[config.mk]
export PLATFORM = sky130hd
export DESIGN_NAME = exposure_to_clock_divider
export DESIGN_NICKNAME = d
export VERILOG_FILES = /design/src/rtl/etcd_pkg.sv /design/src/rtl/etcd_divider.sv /design/src/rtl/etcd_count.sv /design/src/rtl/exposure_to_clock_divider.sv
export SDC_FILE = /design/constraint.sdc
export NUM_CORES = 2
export LEC_CHECK = 0
export BUFFER_PORTS_ARGS = -buffer_cell sky130_fd_sc_hd__buf_2
export CELL_PAD_IN_SITES_DETAIL_PLACEMENT = 1
export CELL_PAD_IN_SITES_GLOBAL_PLACEMENT = 1
export CORE_ASPECT_RATIO = 0.5
export CORE_MARGIN = 4
export CORE_UTILIZATION = 55
export DETAILED_ROUTE_END_ITERATION = 10
export GPL_TIMING_DRIVEN = 0
export PLACE_DENSITY = 0.93
export SYNTH_ARGS = -nofsm -noshare
export SYNTH_HDL_FRONTEND = slang
export SYNTH_HIERARCHICAL = 1
export SYNTH_SLANG_ARGS = --single-unit
[constraint.sdc]
create_clock -name clk_i -period 19.1 [get_ports clk_i]
set_input_delay 0.955 -clock clk_i [delete_from_list [all_inputs] [get_ports clk_i]]
set_output_delay 0.955 -clock clk_i [all_outputs]
set_load 0.05 [all_outputs]
[src/rtl/etcd_pkg.sv]
// Shared types and constants of the exposure-to-clock-divider block.
// No dependencies; imported by etcd_divider, etcd_count and the top level.
package etcd_pkg;

  // Input and result field widths
  localparam int unsigned ExpW = 10;
  localparam int unsigned DivW = 6;
  localparam int unsigned CntW = 9;

  // Numerator of the line count: e * 45 * 448 fits in 25 bits
  localparam int unsigned NumW = 25;

  // Divider computation: ceil(90*e / 2000)
  localparam logic [16:0] DivNum   = 17'd90;
  localparam logic [16:0] DivRound = 17'd1999;
  localparam logic [10:0] DivDen   = 11'd2000;
  // floor(2^28 / 2000), underestimates the quotient by at most one
  localparam logic [17:0] DivRecip = 18'd134217;
  localparam int unsigned DivShift = 28;
  localparam logic [6:0]  DivMin   = 7'd6;
  localparam logic [6:0]  DivMax   = 7'd63;
  localparam logic [5:0]  DivFineMax = 6'd12;
  // floor(n * 43 / 128) == floor(n / 3) for every n below 128
  localparam logic [6:0]  Third    = 7'd43;
  localparam int unsigned ThirdShift = 7;

  // Line count: 448 - e*45*448 / (1000*d)
  localparam int unsigned LineMulInt  = 45;
  localparam int unsigned LineBaseInt = 448;
  localparam logic [NumW-1:0] LineMul  = NumW'(LineMulInt * LineBaseInt);
  localparam logic [12:0]     LineBase = 13'(LineBaseInt);
  localparam logic [9:0]      LineDen  = 10'd1000;
  localparam int unsigned     LineShift = 26;
  localparam int unsigned     RecipW    = 14;

  // Transaction between the divider and count sections
  typedef struct packed {
    logic [DivW-1:0] div;
    logic [NumW-1:0] num;
  } etcd_mid_t;

  // floor(2^26 / (1000*d)) for every divider the divider section can produce
  function automatic logic [RecipW-1:0] line_recip(input logic [DivW-1:0] d);
    logic [RecipW-1:0] r;
    case (d)
      6'd6:    r = 14'd11184;
      6'd7:    r = 14'd9586;
      6'd8:    r = 14'd8388;
      6'd9:    r = 14'd7456;
      6'd10:   r = 14'd6710;
      6'd11:   r = 14'd6100;
      6'd12:   r = 14'd5592;
      6'd15:   r = 14'd4473;
      6'd18:   r = 14'd3728;
      6'd21:   r = 14'd3195;
      6'd24:   r = 14'd2796;
      6'd27:   r = 14'd2485;
      6'd30:   r = 14'd2236;
      6'd33:   r = 14'd2033;
      6'd36:   r = 14'd1864;
      6'd39:   r = 14'd1720;
      6'd42:   r = 14'd1597;
      6'd45:   r = 14'd1491;
      6'd48:   r = 14'd1398;
      default: r = '0;
    endcase
    return r;
  endfunction

endpackage

[src/rtl/etcd_divider.sv]
// Divider section: four pipeline stages from exposure value to clock divider.
// Depends on etcd_pkg.
module etcd_divider (
  input  logic                      clk_i,
  input  logic                      rst_ni,
  input  logic                      in_valid_i,
  output logic                      in_ready_o,
  input  logic [etcd_pkg::ExpW-1:0] exp_i,
  output logic                      out_valid_o,
  input  logic                      out_ready_i,
  output etcd_pkg::etcd_mid_t       out_o
);
  import etcd_pkg::*;

  logic v1_q, v2_q, v3_q, v4_q;
  logic rdy1, rdy2, rdy3, rdy4;

  logic [16:0]     x1_q, x2_q;
  logic [NumW-1:0] n1_q, n2_q, n3_q, n4_q;
  logic [34:0]     p2_q;
  logic [6:0]      d3_q;
  logic [DivW-1:0] d4_q;

  logic [6:0]      q_est;
  logic [17:0]     q_prod;
  logic [16:0]     rem;
  logic [6:0]      d3_d;
  logic [DivW-1:0] d_clamp;
  logic [6:0]      n_up;
  logic [12:0]     t_third;
  logic [5:0]      q_third;
  logic [6:0]      m_three;
  logic [DivW-1:0] d4_d;

  // Stage can load when empty or when its contents move on
  assign rdy4 = !v4_q || out_ready_i;
  assign rdy3 = !v3_q || rdy4;
  assign rdy2 = !v2_q || rdy3;
  assign rdy1 = !v1_q || rdy2;
  assign in_ready_o = rdy1;

  // Correct the reciprocal quotient by one step
  always_comb begin
    q_est  = p2_q[34:DivShift];
    q_prod = 18'(q_est) * 18'(DivDen);
    rem    = x2_q - q_prod[16:0];
    d3_d   = q_est + 7'(rem >= 17'(DivDen));
  end

  // Clamp, then round a coarse divider up to a multiple of three
  always_comb begin
    if (d3_q < DivMin) begin
      d_clamp = DivMin[DivW-1:0];
    end else if (d3_q > DivMax) begin
      d_clamp = DivMax[DivW-1:0];
    end else begin
      d_clamp = d3_q[DivW-1:0];
    end
    n_up    = 7'(d_clamp) + 7'd2;
    t_third = 13'(n_up) * 13'(Third);
    q_third = t_third[12:ThirdShift];
    m_three = 7'(q_third) * 7'd3;
    d4_d    = (d_clamp > DivFineMax) ? m_three[DivW-1:0] : d_clamp;
  end

  // Advance valid bits
  always_ff @(posedge clk_i or negedge rst_ni) begin
    if (!rst_ni) begin
      v1_q <= 1'b0;
      v2_q <= 1'b0;
      v3_q <= 1'b0;
      v4_q <= 1'b0;
    end else begin
      if (rdy1) v1_q <= in_valid_i;
      if (rdy2) v2_q <= v1_q;
      if (rdy3) v3_q <= v2_q;
      if (rdy4) v4_q <= v3_q;
    end
  end

  // Advance payload
  always_ff @(posedge clk_i) begin
    if (rdy1 && in_valid_i) begin
      x1_q <= 17'(exp_i) * DivNum + DivRound;
      n1_q <= NumW'(exp_i) * LineMul;
    end
    if (rdy2 && v1_q) begin
      p2_q <= 35'(x1_q) * 35'(DivRecip);
      x2_q <= x1_q;
      n2_q <= n1_q;
    end
    if (rdy3 && v2_q) begin
      d3_q <= d3_d;
      n3_q <= n2_q;
    end
    if (rdy4 && v3_q) begin
      d4_q <= d4_d;
      n4_q <= n3_q;
    end
  end

  assign out_valid_o = v4_q;
  assign out_o.div   = d4_q;
  assign out_o.num   = n4_q;

endmodule

[src/rtl/etcd_count.sv]
// Count section: three pipeline stages from divider and numerator to line count.
// Depends on etcd_pkg.
module etcd_count (
  input  logic                      clk_i,
  input  logic                      rst_ni,
  input  logic                      in_valid_i,
  output logic                      in_ready_o,
  input  etcd_pkg::etcd_mid_t       in_i,
  output logic                      out_valid_o,
  input  logic                      out_ready_i,
  output logic [etcd_pkg::DivW-1:0] div_o,
  output logic [etcd_pkg::CntW-1:0] cnt_o
);
  import etcd_pkg::*;

  localparam int unsigned ProdW = NumW + RecipW;

  logic v5_q, v6_q, v7_q;
  logic rdy5, rdy6, rdy7;

  logic [ProdW-1:0] p5_q;
  logic [15:0]      den5_q, den6_q;
  logic [NumW-1:0]  n5_q, n6_q;
  logic [DivW-1:0]  d5_q, d6_q, d7_q;
  logic [12:0]      q6_q;
  logic [28:0]      qd6_q;
  logic [CntW-1:0]  c7_q;

  logic [12:0]     q_est;
  logic [NumW-1:0] rem;
  logic [12:0]     lines;
  logic [12:0]     cnt_full;

  assign rdy7 = !v7_q || out_ready_i;
  assign rdy6 = !v6_q || rdy7;
  assign rdy5 = !v5_q || rdy6;
  assign in_ready_o = rdy5;

  assign q_est = p5_q[ProdW-1:LineShift];

  // Correct the quotient, saturate and subtract from the base count
  always_comb begin
    rem   = n6_q - qd6_q[NumW-1:0];
    lines = q6_q + 13'(rem >= NumW'(den6_q));
    if (lines > LineBase) begin
      lines = LineBase;
    end
    cnt_full = LineBase - lines;
  end

  // Advance valid bits
  always_ff @(posedge clk_i or negedge rst_ni) begin
    if (!rst_ni) begin
      v5_q <= 1'b0;
      v6_q <= 1'b0;
      v7_q <= 1'b0;
    end else begin
      if (rdy5) v5_q <= in_valid_i;
      if (rdy6) v6_q <= v5_q;
      if (rdy7) v7_q <= v6_q;
    end
  end

  // Advance payload
  always_ff @(posedge clk_i) begin
    if (rdy5 && in_valid_i) begin
      p5_q   <= ProdW'(in_i.num) * ProdW'(line_recip(in_i.div));
      den5_q <= 16'(in_i.div) * 16'(LineDen);
      n5_q   <= in_i.num;
      d5_q   <= in_i.div;
    end
    if (rdy6 && v5_q) begin
      q6_q   <= q_est;
      qd6_q  <= 29'(q_est) * 29'(den5_q);
      den6_q <= den5_q;
      n6_q   <= n5_q;
      d6_q   <= d5_q;
    end
    if (rdy7 && v6_q) begin
      c7_q <= cnt_full[CntW-1:0];
      d7_q <= d6_q;
    end
  end

  assign out_valid_o = v7_q;
  assign div_o       = d7_q;
  assign cnt_o       = c7_q;

endmodule

[src/rtl/exposure_to_clock_divider.sv]
// Exposure-to-clock-divider block: top level joining the two pipeline sections.
// Depends on etcd_pkg, etcd_divider and etcd_count.
//
// Usage:
//   Input channel: valid_i, stall_o, exposure_setting_i. A transaction is
//   taken at a rising edge with valid_i high and stall_o low.
//   Output channel: valid_o, stall_i, clock_divider_o, exposure_count_o. A
//   transaction completes at a rising edge with valid_o high and stall_i low.
//   Every input transaction yields exactly one output transaction, in order.
// Stages: seven register stages lie between input acceptance and valid_o
//   (four in the divider section, three in the count section: reciprocal
//   multiply, quotient times divisor, correction).
// Throughput: one transaction per cycle sustained while stall_i is low.
// Reset: rst_ni low clears all valid bits at once; no transaction is in
//   flight afterwards and valid_o is low.
// Stall: while stall_i holds a result, the output holds its value; each
//   stage keeps loading while the one ahead of it has room, so stall_o rises
//   only once every stage is occupied.
module exposure_to_clock_divider (
  input  logic                      clk_i,
  input  logic                      rst_ni,
  input  logic                      valid_i,
  output logic                      stall_o,
  input  logic [etcd_pkg::ExpW-1:0] exposure_setting_i,
  output logic                      valid_o,
  input  logic                      stall_i,
  output logic [etcd_pkg::DivW-1:0] clock_divider_o,
  output logic [etcd_pkg::CntW-1:0] exposure_count_o
);
  import etcd_pkg::*;

  logic      div_ready;
  logic      mid_valid;
  logic      mid_ready;
  etcd_mid_t mid;

  // Compute the clock divider
  etcd_divider u_divider (
    .clk_i       (clk_i),
    .rst_ni      (rst_ni),
    .in_valid_i  (valid_i),
    .in_ready_o  (div_ready),
    .exp_i       (exposure_setting_i),
    .out_valid_o (mid_valid),
    .out_ready_i (mid_ready),
    .out_o       (mid)
  );

  // Compute the exposure line count
  etcd_count u_count (
    .clk_i       (clk_i),
    .rst_ni      (rst_ni),
    .in_valid_i  (mid_valid),
    .in_ready_o  (mid_ready),
    .in_i        (mid),
    .out_valid_o (valid_o),
    .out_ready_i (!stall_i),
    .div_o       (clock_divider_o),
    .cnt_o       (exposure_count_o)
  );

  assign stall_o = !div_ready;

endmodule

==> results by stage <==
STA:
- The final critical path time including I/O delays and setup is 10460 ps.
- In the finished design, the share of the clock period the worst path needs comes to 0.547.
- The tightest slew margin relative to the limit is -0.119.
- The hold violation count in the final report is 0.
- The final number of max-transition violations is 8.
- Setup violations remaining at the end of the flow were counted as 0.
- The pin slew with the least headroom to its limit is 1680 ps.
- Setup repair after global routing left no endpoint under its margin.
- The setup skew after layout is 26.3 ps.
- Timing would allow up to 95.6 MHz.
- The sum of negative setup slack is 0 ps.

Critical path:
- The cell with the biggest individual delay on the critical path is sky130_fd_sc_hd__a21oi_1.
- Along the worst path, the maximum fanout reaches 10.
- The kind of critical path is flop to flop.
- The worst register-to-register path has a setup slack of 8640 ps.
- By instance count, the cell type seen most on the critical path is sky130_fd_sc_hd__fa_1.
- For the worst setup path, the data arrival time is roughly 11000 ps.
- The nature of the critical path startpoint is a flop.
- At the worst endpoint, the required time is 19480 ps.
- STA classifies the critical path endpoint as a flop.
- In this design, the stage delay of the slowest critical-path cell is 1270 ps.

Synth:
- Sorting the synthesized cells by area gives the leading types as sky130_fd_sc_hd__fa_1 (28%), sky130_fd_sc_hd__edfxtp_1 (22%), sky130_fd_sc_hd__ha_1 (17%).
- Of the total synthesized cell area, the portion taken by XOR and XNOR cells is 0.0322.
- The flip-flop and latch count after synthesis is 279.
- In the synthesized netlist, the number of instances is ~3600.
- Counting flops with an async set or reset pin after synthesis yields a share of 0.0251.
- After synthesis, the largest family of logic cells by area is adder cells.
- The simple-gate area share of the yosys netlist is 0.126.
- The cell with the most instances after synthesis is sky130_fd_sc_hd__inv_1.
- The post-synthesis compound-gate area fraction is 0.0720.
- Of the synthesized area, sequential elements account for 0.228.
- The fraction of the mapped netlist area in adder cells is 0.450.
- The synthesized design contains around 270 enable-type register cells.
- The summed instance area of the synthesized netlist is 36600 µm².
- After synthesis, the most frequently instantiated cells are sky130_fd_sc_hd__inv_1 (734), sky130_fd_sc_hd__fa_1 (511), sky130_fd_sc_hd__ha_1 (500).
- The cell type with the highest aggregate area in the netlist is sky130_fd_sc_hd__fa_1.
- After synthesis, the share of cell area in mux cells is 0.00311.
- The number of different library cells in the post-synthesis netlist is 96.
- The average instance area after synthesis is 10.2 µm².
- The share of the synthesized area in the top cell type is 0.279.
- Among all flip-flop cells after synthesis, the most frequent one is sky130_fd_sc_hd__edfxtp_1.
- The count of yosys warnings during synthesis is 6.

Floorplanning:
- Pin placement for this block handled 31 I/O pins.
- The die span in y is 190 µm.
- The number of placement rows is 66.
- The area inside the core boundary is 65400 µm².
- The floorplan die area is 71000 µm².
- The initial utilization of the core area, before any placement, comes to 0.560.
- Measured along the x axis, the die boundary spans approximately 370 µm.

Finish:
- In the final layout, the share of cells above drive strength 1 is 0.0383.
- The area growth from synthesis to layout is 6.75%.
- Once layout is complete, the cells apart from fillers number between 4000 and 5000.
- In the final design database the tool counted 4688 nets.
- Counting the fill cells in the layout gives roughly 7100.

Clock tree:
- After clock tree synthesis, the clock-pin slew on the worst setup and hold paths is approximately 70 ps.
- Buffers inserted during clock tree synthesis total 30.
- TritonCTS built the clock tree.
- The number of levels the H-tree was split into is 1.
- The clock tree root driver cell is sky130_fd_sc_hd__clkbuf_16.
- The number of setup buffers added after CTS is 0.
- No sink is reached through more buffers than the 3 on the longest clock path.
- The number of hold-repair buffers added at the cts stage is 0.
- The clock net in this run drives a total of 279 sinks.
- For the worst-skew pair, the clock arrives at the later sink with an insertion delay of 610 ps.
- After clock tree synthesis, the repair step resized 0 gates.

Routing:
- In this run, the number of DRC markers left after iteration 0 of detailed routing was roughly 2800.
- The count of nets left with antenna violations once routing finished came out at 0.
- The via density per instance is about 6.4.
- The post-route DRC violation count is 0.
- Before antenna repair, the detailed router went through 8 iterations.
- The routed wire length is 128000 µm.
- In the final routed layout, each cell accounts on average for between 20 and 30 µm.
- The total via count after detailed routing is about 29000.

GRT:
- The global routing usage summed across all routing layers is 0.353.
- For this run the aggregate overflow at the end of global routing stands at 0.
- The number of antenna violations at the first check in global routing is 10.
- The layer with the highest usage after global routing is met2.
- In the global route stage, met3 resource usage came out at 0.0774.
- For met2 alone, demand over resource in global routing was 0.613.
- The pin count of the biggest net entering global routing is 74.
- The global-route wire length before repair is 192000 µm.
- The met1 usage in global routing is 0.402.
- The via count of the first global-routing pass is around 33000.

Placement:
- The number of cells in the design after placement is ~4500.
- The wire-length estimate of the detail-placed layout is about 92000 µm.
- At the end of routability-driven placement, the weighted congestion stood at a little over 0.9.
- Port buffering added 30 buffers.

Run status:
- The run finished, with violations left.
- The checks that failed: max-capacitance violations, max-slew violations.

Run:
- The number of max-capacitance violations reported is 1.

Hold path:
- The worst hold path belongs to the class primary input to asynchronous set/reset pin.
## layout make-up
type,count,area (µm²),share of cell area
Clock inverter,16,215,0.00551
Inverter,735,2760,0.0706
Clock buffer,38,841,0.0215
Sequential cell,279,8340,0.214
Tap cell,884,1110,0.0283
Antenna cell,2,5.00,0.000128
Multi-Input combinational cell,2476,25100,0.642
Buffer,105,457,0.0117
Timing Repair Buffer,36,278,0.00711
## final timing paths
check                                        start                  end  cells after the start
worst max-delay path             u_divider/d4_q[0]     u_count/p5_q[38]                     29
worst min-delay path                        rst_ni       u_divider/v1_q                      1
worst max register to register   u_divider/d4_q[0]     u_count/p5_q[38]                     29
worst min register to register  u_divider/n3_q[15]   u_divider/n4_q[15]                      0
max in group asynchronous                   rst_ni  u_count/out_valid_o                      1
min in group clk_i              u_divider/n3_q[15]   u_divider/n4_q[15]                      0
## state kept, by name, summed over array words and instances (netlist names), 6 cells and up
register        flops
u_count/q6_q       13
u_divider/p2_q      7
u_count/p5_q       13
u_count/n5_q       25
u_count/div_o       6
u_divider/n2_q     19
u_count/d6_q        6
u_count/d5_q        6
u_divider/d3_q      7
u_count/qd6_q      22
u_count/n6_q       25
u_count/cnt_o       9
u_divider/x2_q     13
u_divider/x1_q     16
u_divider/n3_q     19
u_count/den5_q     11
u_count/den6_q     11
u_divider/n4_q     19
u_divider/d4_q      6
u_divider/n1_q     19
## kinds of logic after synthesis
group | count (synthesis)
flip-flops | 279
AND/OR/NAND/NOR | 919
multiplexers | 11
other | 1
buffers and inverters | 840
adder cells (fa/ha/maj) | 1011
AO/OA/AOI/OAI | 396
XOR/XNOR | 133
## critical path, delay by kind of cell, from the launching register on
family	cells	cell delay [ps]
adders and majority gates	8	4030
AOI/OAI and AO/OA	11	3610
buffers and inverters	5	1170
and+or+nand+nor	4	620
DFF	1	570
xor gates and xnor gates	1	220
## stage by stage
stage	util	hold slack (ps)	setup WS, ps	area [µm²]
global route	0.597	199	8440	39100
global placement	0.579	400	9700	37900
detailed placement	0.581	406	9350	38000
floorplan	-	400	11580	36600
finish	0.597	193	8640	39100
CTS	0.597	186	9150	39000
## layer usage
layer | vias to the layer above | part of all wire
met2 | 1966 | 0.48
met1 | 14500 | 0.36
met5 | - | 0.00033
met4 | 6 | 0.080
li1 | 11700 | -
met3 | 799 | 0.089
## layout by cell type, fill, tap and decap left out, drive strengths merged, types with 9 or more instances in the layout
cell / count
a211oi: 18
a21o: 39
a21oi: 118
a31oi: 15
and2: 224
and3: 36
buf: 53
clkbuf: 126
clkinv: 10
edfxtp: 272
fa: 511
ha: 500
inv: 736
nand2: 373
nand2b: 27
nand3: 52
nand4: 13
nor2: 76
nor2b: 22
nor3: 34
o211ai: 12
o21a: 29
o21ai: 69
o21bai: 14
o22ai: 11
o31ai: 9
or2: 9
or3: 10
xnor2: 94
xor2: 38
Power is not shown: default switching activity piles up to over one toggle a cycle in this logic, so the estimate is an artifact.
